==> config.mk <==
export PLATFORM = sky130hd
export DESIGN_NAME = lid_front
export DESIGN_NICKNAME = d
export VERILOG_FILES = /design/src/design/lid_pkg.sv /design/src/design/lid_front.sv
export SDC_FILE = /design/constraint.sdc
export NUM_CORES = 2
export LEC_CHECK = 0
export BUFFER_PORTS_ARGS = -buffer_cell sky130_fd_sc_hd__clkbuf_2
export CAP_MARGIN = 20
export CORE_MARGIN = 5
export CORE_UTILIZATION = 50
export DETAILED_ROUTE_END_ITERATION = 8
export GPL_ROUTABILITY_DRIVEN = 1
export PLACE_DENSITY = 0.73
export SLEW_MARGIN = 30
export SYNTH_ARGS = -nofsm -noshare
export SYNTH_HDL_FRONTEND = slang
export SYNTH_SLANG_ARGS = --single-unit
export TNS_END_PERCENT = 100
==> constraint.sdc <==
create_clock -name vclk -period 9.3
set_clock_uncertainty 0.15 [all_clocks]
set_input_delay 1.395 -clock vclk [all_inputs]
set_output_delay 1.395 -clock vclk [all_outputs]
set_load 0.05 [all_outputs]
==> src/design/lid_pkg.sv <==
package lid_pkg;

    localparam int LID_QUEUE_DEPTH = 4;
    localparam int LID_IN_W        = 160;
    localparam int LID_OUT_W       = 104;

    localparam logic [31:0] LID_TOL_RESET = 32'd1307819;
    localparam logic [31:0] LID_POS_MAX   = 32'h7FFF_FFFF;
    localparam logic [31:0] LID_NEG_MAX   = 32'h8000_0000;
    localparam logic [31:0] LID_U_MAX     = 32'hFFFF_FFFF;

    typedef struct packed {
        logic signed [16:0] a1;
        logic signed [16:0] b1;
        logic signed [32:0] c1;
        logic signed [16:0] a2;
        logic signed [16:0] b2;
        logic signed [32:0] c2;
        logic signed [15:0] qx;
        logic signed [15:0] qy;
    } t_coef;

endpackage

==> src/design/lid_front.sv <==
module lid_front (
    input  logic                          i_valid,
    input  logic [lid_pkg::LID_IN_W-1:0]  i_data,
    input  logic                          i_full,
    output logic                          o_ready,
    output logic                          o_push,
    output lid_pkg::t_coef                o_coef
);
    import lid_pkg::*;

    logic signed [15:0] w_f [10];

    for (genvar k = 0; k < 10; k++) begin : g_field
        assign w_f[k] = i_data[16*k +: 16];
    end

    always_comb begin
        // first line
        if (w_f[0] == w_f[2]) begin
            o_coef.a1 = 17'sd256;
            o_coef.b1 = '0;
            o_coef.c1 = -(33'(w_f[0]) <<< 8);
        end else begin
            o_coef.a1 = 17'(w_f[3]) - 17'(w_f[1]);
            o_coef.b1 = 17'(w_f[0]) - 17'(w_f[2]);
            o_coef.c1 = 33'(w_f[1]) * 33'(w_f[2]) - 33'(w_f[3]) * 33'(w_f[0]);
        end
        // second line
        if (w_f[4] == w_f[6]) begin
            o_coef.a2 = 17'sd256;
            o_coef.b2 = '0;
            o_coef.c2 = -(33'(w_f[4]) <<< 8);
        end else begin
            o_coef.a2 = 17'(w_f[7]) - 17'(w_f[5]);
            o_coef.b2 = 17'(w_f[4]) - 17'(w_f[6]);
            o_coef.c2 = 33'(w_f[5]) * 33'(w_f[6]) - 33'(w_f[7]) * 33'(w_f[4]);
        end
        o_coef.qx = w_f[8];
        o_coef.qy = w_f[9];
    end

    assign o_ready = !i_full;
    assign o_push  = i_valid && !i_full;

endmodule

==> run_results.csv <==
group,metric,value,unit
timing,worst_pin_slew,0.7565,ns
logic_synthesis,avgSynthCellArea,8.762,um2
logic_synthesis,synth_compound_area_share,4.605,%
drt,final_antenna_net_count,0,
logic_synthesis,muxShareOfSynthArea,0.1788,%
floorplanning,dieArea,95640,um2
logic_synthesis,yosysSeqAreaShare,0,%
final_layout,drive_above_1_share,25.56,%
drt,drc,0,
floorplanning,core,88650,um2
final_layout,syn_to_final_growth,27.01,%
timing,finalMaxSlewViolations,0,
timing,setup_viol,35,
outcome,violations,"negative setup slack",
worst_setup_path,crit_required,7.76,ns
worst_setup_path,startpoint,"i_data[22]",
drt,vias,37061,
drt,drt_iter0_drc,2631,
worst_setup_path,worst_setup_path_start_kind,"input port",
final_layout,nClkBuffers,0,
logic_synthesis,synthCells,5111,
worst_setup_path,cp_max_fo,5,
global_routing,track_usage,29.21,%
drt,dr.pass1.iters,7,
final_layout,mostFrequentLayoutCells,"inv_1 (1291), fa_1 (1142), buf_4 (610)",
worst_setup_path,worst_path_largest_cell_delay,0.57,ns
logic_synthesis,synth_top_family_by_area,"adder cells",
logic_synthesis,synth_area,44780,um2
logic_synthesis,synth_simple_gate_area_share,14.71,%
global_routing,antenna_found_initial,13,
worst_setup_path,crit_arrival,8.38,ns
timing,finalHoldViolCount,0,
drt,wl,139200,um
worst_setup_path,crit_slowest_cell,"fa_1",
min_path,hp-class,"in2out",
placement,hpwl,121400,um
final_layout,nets,7642,
placement,gp_congestion,0.9947,
timing,post-route-period-util,106.7,%
placement,place_worst_setup_slack,-0.8891,ns
clocking,hold_buffers,0,
final_layout,ff_latch_area,0,um2
worst_setup_path,path_depth,30,
floorplanning,die_h,309.3,um
logic_synthesis,syn_nets,6843,
logic_synthesis,synth_top_area_share,52.84,%
logic_synthesis,synth_xor_area_share,2.895,%
floorplanning,dieWidth,309.3,um
global_routing,grt_max_degree,40,
worst_setup_path,crit_family,"adder cells",
final_layout,seq_cells,0,
logic_synthesis,synth_fa_ha_area_share,63.68,%
drt,via_per_inst,5.233,
floorplanning,initial_core_util,50.52,%
global_routing,grt_pass1_vias,40081,
logic_synthesis,yosys.area.top_type,"fa_1",
job,drv_cap,0,
outcome,outcome,"complete, but fails checks",
global_routing,overflow,0,
worst_setup_path,path_common_cell,"fa_1",
placement,port-buffer-count,266,
timing,fmax,100.8,MHz
worst_setup_path,cp-endpoint,"o_coef[130]",
global_routing,grt_pass1_wl,218500,um
floorplanning,rows,109,
floorplanning,io_pins,330,
worst_setup_path,critPathKind,"in2out",
worst_setup_path,critical_path_buf_inv_count,11,
timing,min_period,9.925,ns
timing,maxSlewHeadroom,48.26,%
drt,detail_route.wl_per_cell,19.65,um
timing,fin_ws,-0.6251,ns
logic_synthesis,synth_cell_types,67,
logic_synthesis,yosysWarnings,0,
worst_setup_path,end_kind,"output port",
timing,rsz0062_at_grt,"true",
final_layout,utilization,64.16,%
final_layout,final_common_cell,"inv_1",
logic_synthesis,synthTopCellsByArea,"fa_1 (53%), inv_1 (12%), ha_1 (11%)",
## area by class of cell
type / instances / area [um2]
tap: 1165 / 1458
timing repair inverter: 3 / 20.02
fill: 6983 / 31770
inverter: 1416 / 5514
antenna: 9 / 22.52
multi-input combinational: 3481 / 40850
timing repair buffer: 1008 / 9010
## worst min path at each step
stage                startpoint         end  slack [ns]  cells after the start
global placement    i_data[154]  o_coef[10]        2.64                      0
detailed placement  i_data[154]  o_coef[10]        2.64                      0
global route        i_data[156]  o_coef[12]        2.64                      0
CTS                 i_data[154]  o_coef[10]        2.64                      0
finish              i_data[133]  o_coef[21]        2.64                      0
floorplan           i_data[144]   o_coef[0]        2.81                      1
## logic make-up (layout without fill, tap and decap cells)
family | Yosys count | count (layout)
buffers and inverters | 1630 | 2427
AND/OR/NAND/NOR | 1429 | 1429
other | 0 | 9
XOR/XNOR | 148 | 148
multiplexers | 8 | 8
AO/OA/AOI/OAI | 326 | 326
adder cells (fa/ha/maj) | 1570 | 1570
## synthesized netlist by cell type (13+ instances only)
cell and number:
and3_1 14, a211oi_1 14, o21ai_0 92, nor3_1 40
or3_1 18, buf_1 14, nand2_1 551, inv_1 1400
xnor2_1 89, ha_1 388, nand2b_1 21, a21o_1 37
fa_1 1182, nand3_1 36, xor2_1 59, buf_4 32
clkbuf_1 168, o21ai_1 13, nand4_1 17, and2_1 282
a21oi_1 83, nor2_1 371, nor2b_1 43
## routing by layer
| metal | GRT usage, % | vias up | wire (um) |
|---|---|---|---|
| met5 | 0 | - | 54 |
| met3 | 4.669 | 349 | 11110 |
| li1 | - | 16410 | - |
| met1 | 39.26 | 18896 | 54380 |
| met4 | 12.03 | 8 | 7468 |
| met2 | 47.83 | 1398 | 66140 |
## stage by stage
step                instance area, um2  hold WS (ns)  setup TNS [ns]  instances
floorplan                        45850         2.807          -4.817       5111
global placement                 53090         2.640          -18.81       6958
detailed placement               53090         2.640          -22.10       6958
CTS                              55150         2.640          -11.00       7021
global route                     56870         2.640          -20.49       7080
finish                           56880         2.640          -12.95       7082
## timing repair
item                                    CTS  global route
resized for setup                       377           405
gates cloned                              2             5
pin swaps                               177           210
buffers inserted                         67            56
endpoints found under the setup margin   44            46
Power is not shown: default switching activity piles up to over one toggle a cycle in this logic, so the estimate is an artifact.
