<file path="config.mk">
export PLATFORM = sky130hd
export DESIGN_NAME = lid_queue
export DESIGN_NICKNAME = d
export VERILOG_FILES = /design/src/design/lid_pkg.sv /design/src/design/lid_queue.sv
export SDC_FILE = /design/constraint.sdc
export NUM_CORES = 1
export LEC_CHECK = 0
export BUFFER_PORTS_ARGS = -buffer_cell sky130_fd_sc_hd__clkbuf_2
export CAP_MARGIN = 20
export CORE_MARGIN = 2
export CORE_UTILIZATION = 51
export DETAILED_ROUTE_END_ITERATION = 16
export PLACE_DENSITY = 0.75
export SETUP_SLACK_MARGIN = 0.15
export SYNTH_ARGS = -nofsm -noshare
export SYNTH_HDL_FRONTEND = slang
export SYNTH_SLANG_ARGS = --single-unit
</file>
<file path="constraint.sdc">
create_clock -name i_clk -period 4.9 [get_ports i_clk]
set_input_delay 0.49 -clock i_clk [delete_from_list [all_inputs] [get_ports i_clk]]
set_output_delay 0.49 -clock i_clk [all_outputs]
set_load 0.05 [all_outputs]
</file>
<file path="src/design/lid_pkg.sv">
package lid_pkg;

    localparam int LID_QUEUE_DEPTH = 4;
    localparam int LID_IN_W        = 160;
    localparam int LID_OUT_W       = 104;

    localparam logic [31:0] LID_TOL_RESET = 32'd1307819;
    localparam logic [31:0] LID_POS_MAX   = 32'h7FFF_FFFF;
    localparam logic [31:0] LID_NEG_MAX   = 32'h8000_0000;
    localparam logic [31:0] LID_U_MAX     = 32'hFFFF_FFFF;

    typedef struct packed {
        logic signed [16:0] a1;
        logic signed [16:0] b1;
        logic signed [32:0] c1;
        logic signed [16:0] a2;
        logic signed [16:0] b2;
        logic signed [32:0] c2;
        logic signed [15:0] qx;
        logic signed [15:0] qy;
    } t_coef;

endpackage

</file>
<file path="src/design/lid_queue.sv">
module lid_queue #(
    parameter int DEPTH = lid_pkg::LID_QUEUE_DEPTH
) (
    input  logic           i_clk,
    input  logic           i_rst_n,
    input  logic           i_push,
    input  lid_pkg::t_coef i_data,
    input  logic           i_pop,
    output logic           o_full,
    output logic           o_valid,
    output lid_pkg::t_coef o_data
);
    import lid_pkg::*;

    localparam int IW = $clog2(DEPTH);
    localparam int CW = $clog2(DEPTH + 1);

    t_coef         r_mem [DEPTH];
    logic [IW-1:0] r_wr;
    logic [IW-1:0] r_rd;
    logic [CW-1:0] r_cnt;
    logic [IW-1:0] n_wr;
    logic [IW-1:0] n_rd;

    assign n_wr    = (r_wr == IW'(DEPTH - 1)) ? '0 : r_wr + 1'b1;
    assign n_rd    = (r_rd == IW'(DEPTH - 1)) ? '0 : r_rd + 1'b1;
    assign o_full  = (r_cnt == CW'(DEPTH));
    assign o_valid = (r_cnt != '0);
    assign o_data  = r_mem[r_rd];

    always_ff @(posedge i_clk) begin
        if (i_push) begin
            r_mem[r_wr] <= i_data;
        end
    end

    always_ff @(posedge i_clk) begin
        if (!i_rst_n) begin
            r_wr  <= '0;
            r_rd  <= '0;
            r_cnt <= '0;
        end else begin
            if (i_push) begin
                r_wr <= n_wr;
            end
            if (i_pop) begin
                r_rd <= n_rd;
            end
            if (i_push && !i_pop) begin
                r_cnt <= r_cnt + 1'b1;
            end else if (!i_push && i_pop) begin
                r_cnt <= r_cnt - 1'b1;
            end
        end
    end

endmodule

</file>
==> out/results.tsv <==
metric	value	unit
Crit Path Category	register to output port	
CTS H-tree depth	3	
count of pins over their slew limit	0	
RSZ-0062 raised after global routing	no	
Post-synth EDFFs	664	
fill cell count	3182	
Layout area overhead	18.6	%
PortBufs	337	
Post-synth top cells	edfxtp_1, mux4_2, buf_6	
clock buffer depth	3	
storage element area	0.0201	sq mm
Worst EP required	4.41	ns
DIE HEIGHT	223	um
hold depth	1	
DRC errors left	0	
grt ovf	0	
fin nets	1477	
gpl congestion	0.735	
crit share post-route	67.6	%
Total GRT Usage	18.9	%
pwr dens	453	mW/mm^2
reg2reg path depth	4	
post-CTS sizing	0	
minimum clock period	3.31	ns
Num Clock Sinks	673	
mean post-synth cell area	26.8	sq um
Reg-to-Reg End	r_mem[0][103]$_DFFE_PP_	
Placeable Area	0.0475	sq mm
vias	11000	
Post-Layout Cell Count	1965	
Critical Path AT	2.82	ns
critical path depth	3	
Total Power	13.1	mW
area share of the largest cell type after synthesis	81.6	%
Routed WL	46.1	mm
hold path start	i_data[154]	
Max-cap violations	0	
setup TNS	0	ns
Slew @ Worst Pin	1.08	ns
LEAKAGE	9.78	nW
most numerous cell in the Yosys netlist	edfxtp_1	
antenna-violating nets left	0	
Max Clk Rate	0.302	GHz
DR pass1 iterations	5	
worst hold path type	primary input to register	
Async S/R FF share, synth	0	%
Root Driver	clkbuf_16	
Max VDD drop	0.402	mV
Multi-input gate area	0.00401	sq mm
largest net degree at the start of global routing	73	
clock latency on the worst-skew pair	0.59	ns
initial antenna violation count	3	
Worst path max stage delay	0.80	ns
Synth area leaders	edfxtp_1, mux4_2, dfxtp_1	
flop2flop setup slack	2.54	ns
Slew headroom	27.7	%
vias per cell	5.59	
RR Startpoint	r_wr[0]$_SDFFE_PN0P_	
CTS tree	built	
Hold Path Sink	r_mem[3][154]$_DFFE_PP_	
CP Capture Type	output port	
top_reg_cell synth	edfxtp_1	
status	complete, no violations	
hpwl dp	27.3	mm
critical path startpoint category	register	
Syn Inst Count	911	
Rows	80	
synthesized area	0.0244	sq mm
Crit Path Max Fanout	54	
die area	0.0497	sq mm
Slowest-stage cell, CP	dfxtp_4	
Die Wd	223	um
final setup violation count	0	
endpoints failing hold	0	
Worst-path clk slew	0.06	ns
First DRT Iteration DRCs	778	
Crit path max-delay family	flip-flops	
syn nets	1088	
Seq/Total Area, Yosys	82.3	%
CP cell instances	buf_12 > mux4_2 > clkbuf_2	
Synth cell types	24	
layout cells sized above 1	45.6	%
routed len/inst	23.5	um
antenna cells	0	
Post-CTS Setup Inserts	0	
num ports	338	
vias in the first global route	11600	
starting density of the core	51.4	%
post-cts hold buffer count	0	
Clock Skews	0.0191	ns
first-pass GRT wire length	69.5	mm
CP Buf/Inv Count	2	
Final Core Density	60.9	%
area leader, netlist	edfxtp_1	
Ys Warns	0	
placed cells	1844	
total CTS buffers	68	
register bit total from synthesis	673	
[power by group]
| group | leakage, nW | internal [mW] | switching, mW |
|---|---|---|---|
| logic | 2.58 | 0.464 | 1.14 |
| clock network | 1.03 | 2.86 | 1.99 |
| registers | 6.17 | 6.60 | 0.0808 |
| total | 9.78 | 9.92 | 3.21 |
[registers in the layout, summed over array words and instances (netlist names), named ones only]
register  flops
r_cnt         3
r_mem       664
r_rd          2
r_wr          2
[final cells by class]
| class | instances | share of cell area, % |
|---|---|---|
| sequential | 673 | 69.5 |
| multi-input combinational | 197 | 13.8 |
| timing repair buffer | 356 | 6.73 |
| clock buffer | 88 | 6.50 |
| tap | 615 | 2.66 |
| clock inverter | 32 | 0.756 |
| inverter | 4 | 0.0518 |
[routing by layer]
layer  GRT usage (%)  wire length, um  vias to the layer above  share of wire (%)
met1            24.6            18400                     5753                 40
met5               0               36                        -              0.078
met2            30.4            23000                      399                 50
met3            5.87             3660                       71                7.9
li1                -                -                     4750                  -
met4            6.71             1090                        6                2.4
[worst register-to-register path, stage by stage, from the launching register on]
cell	delay [ns]
dfxtp_1	0.35
inv_1	0.10
ha_1	0.14
and2_4	0.85
buf_4	0.55
[worst max path at each step]
stage	start	to	slack, ns
5_1_grt	register	o_data[155]	1.39
4_1_cts	register	o_data[13]	1.50
6_report	register	o_data[9]	1.59
3_3_place_gp	register	o_data[9]	2.15
3_5_place_dp	register	o_data[13]	2.15
2_1_floorplan	r_wr[0]$_SDFFE_PN0P_	r_mem[3][0]$_DFFE_PP_	1.87
[cell usage in the layout, fill, tap and decap left out, types with 2 or more instances in the layout]
cell | Yosys | final
dfxtp_1 | 9 | 7
and2_4 | 0 | 4
clkinv_1 | 0 | 18
mux4_2 | 166 | 166
bufinv_16 | 0 | 3
dfxtp_4 | 0 | 2
clkbuf_16 | 0 | 73
buf_12 | 0 | 8
clkbuf_1 | 1 | 15
nor2b_1 | 5 | 5
or3_1 | 2 | 2
ha_1 | 6 | 6
clkbuf_2 | 0 | 337
clkinv_2 | 0 | 9
buf_4 | 2 | 10
edfxtp_1 | 664 | 664
mux2i_1 | 4 | 4
inv_1 | 4 | 4
[logic make-up (layout without fill, tap and decap cells)]
logic type | Yosys count | count (layout) | share of synthesized area [%]
AOI/OAI and AO/OA | 3 | 3 | 0.0819
xor gates and xnor gates | 2 | 2 | 0.0717
adders and majority gates | 7 | 7 | 0.389
buffers and inverters | 41 | 480 | 1.28
DFF | 673 | 673 | 82.3
muxes | 170 | 170 | 15.5
and+or+nand+nor | 15 | 15 | 0.374
[through the flow]
stage / hold WS, ns / setup slack [ns] / area [sq um]
final: 0.112 / 1.59 / 29000
after global routing: 0.0875 / 1.39 / 29000
after CTS: 0.0667 / 1.50 / 28900
after detailed placement: 0.514 / 2.15 / 26800
after global placement: 0.482 / 2.15 / 26800
after floorplan: 0.467 / 1.87 / 24400
(Power assumes the default switching activity.)
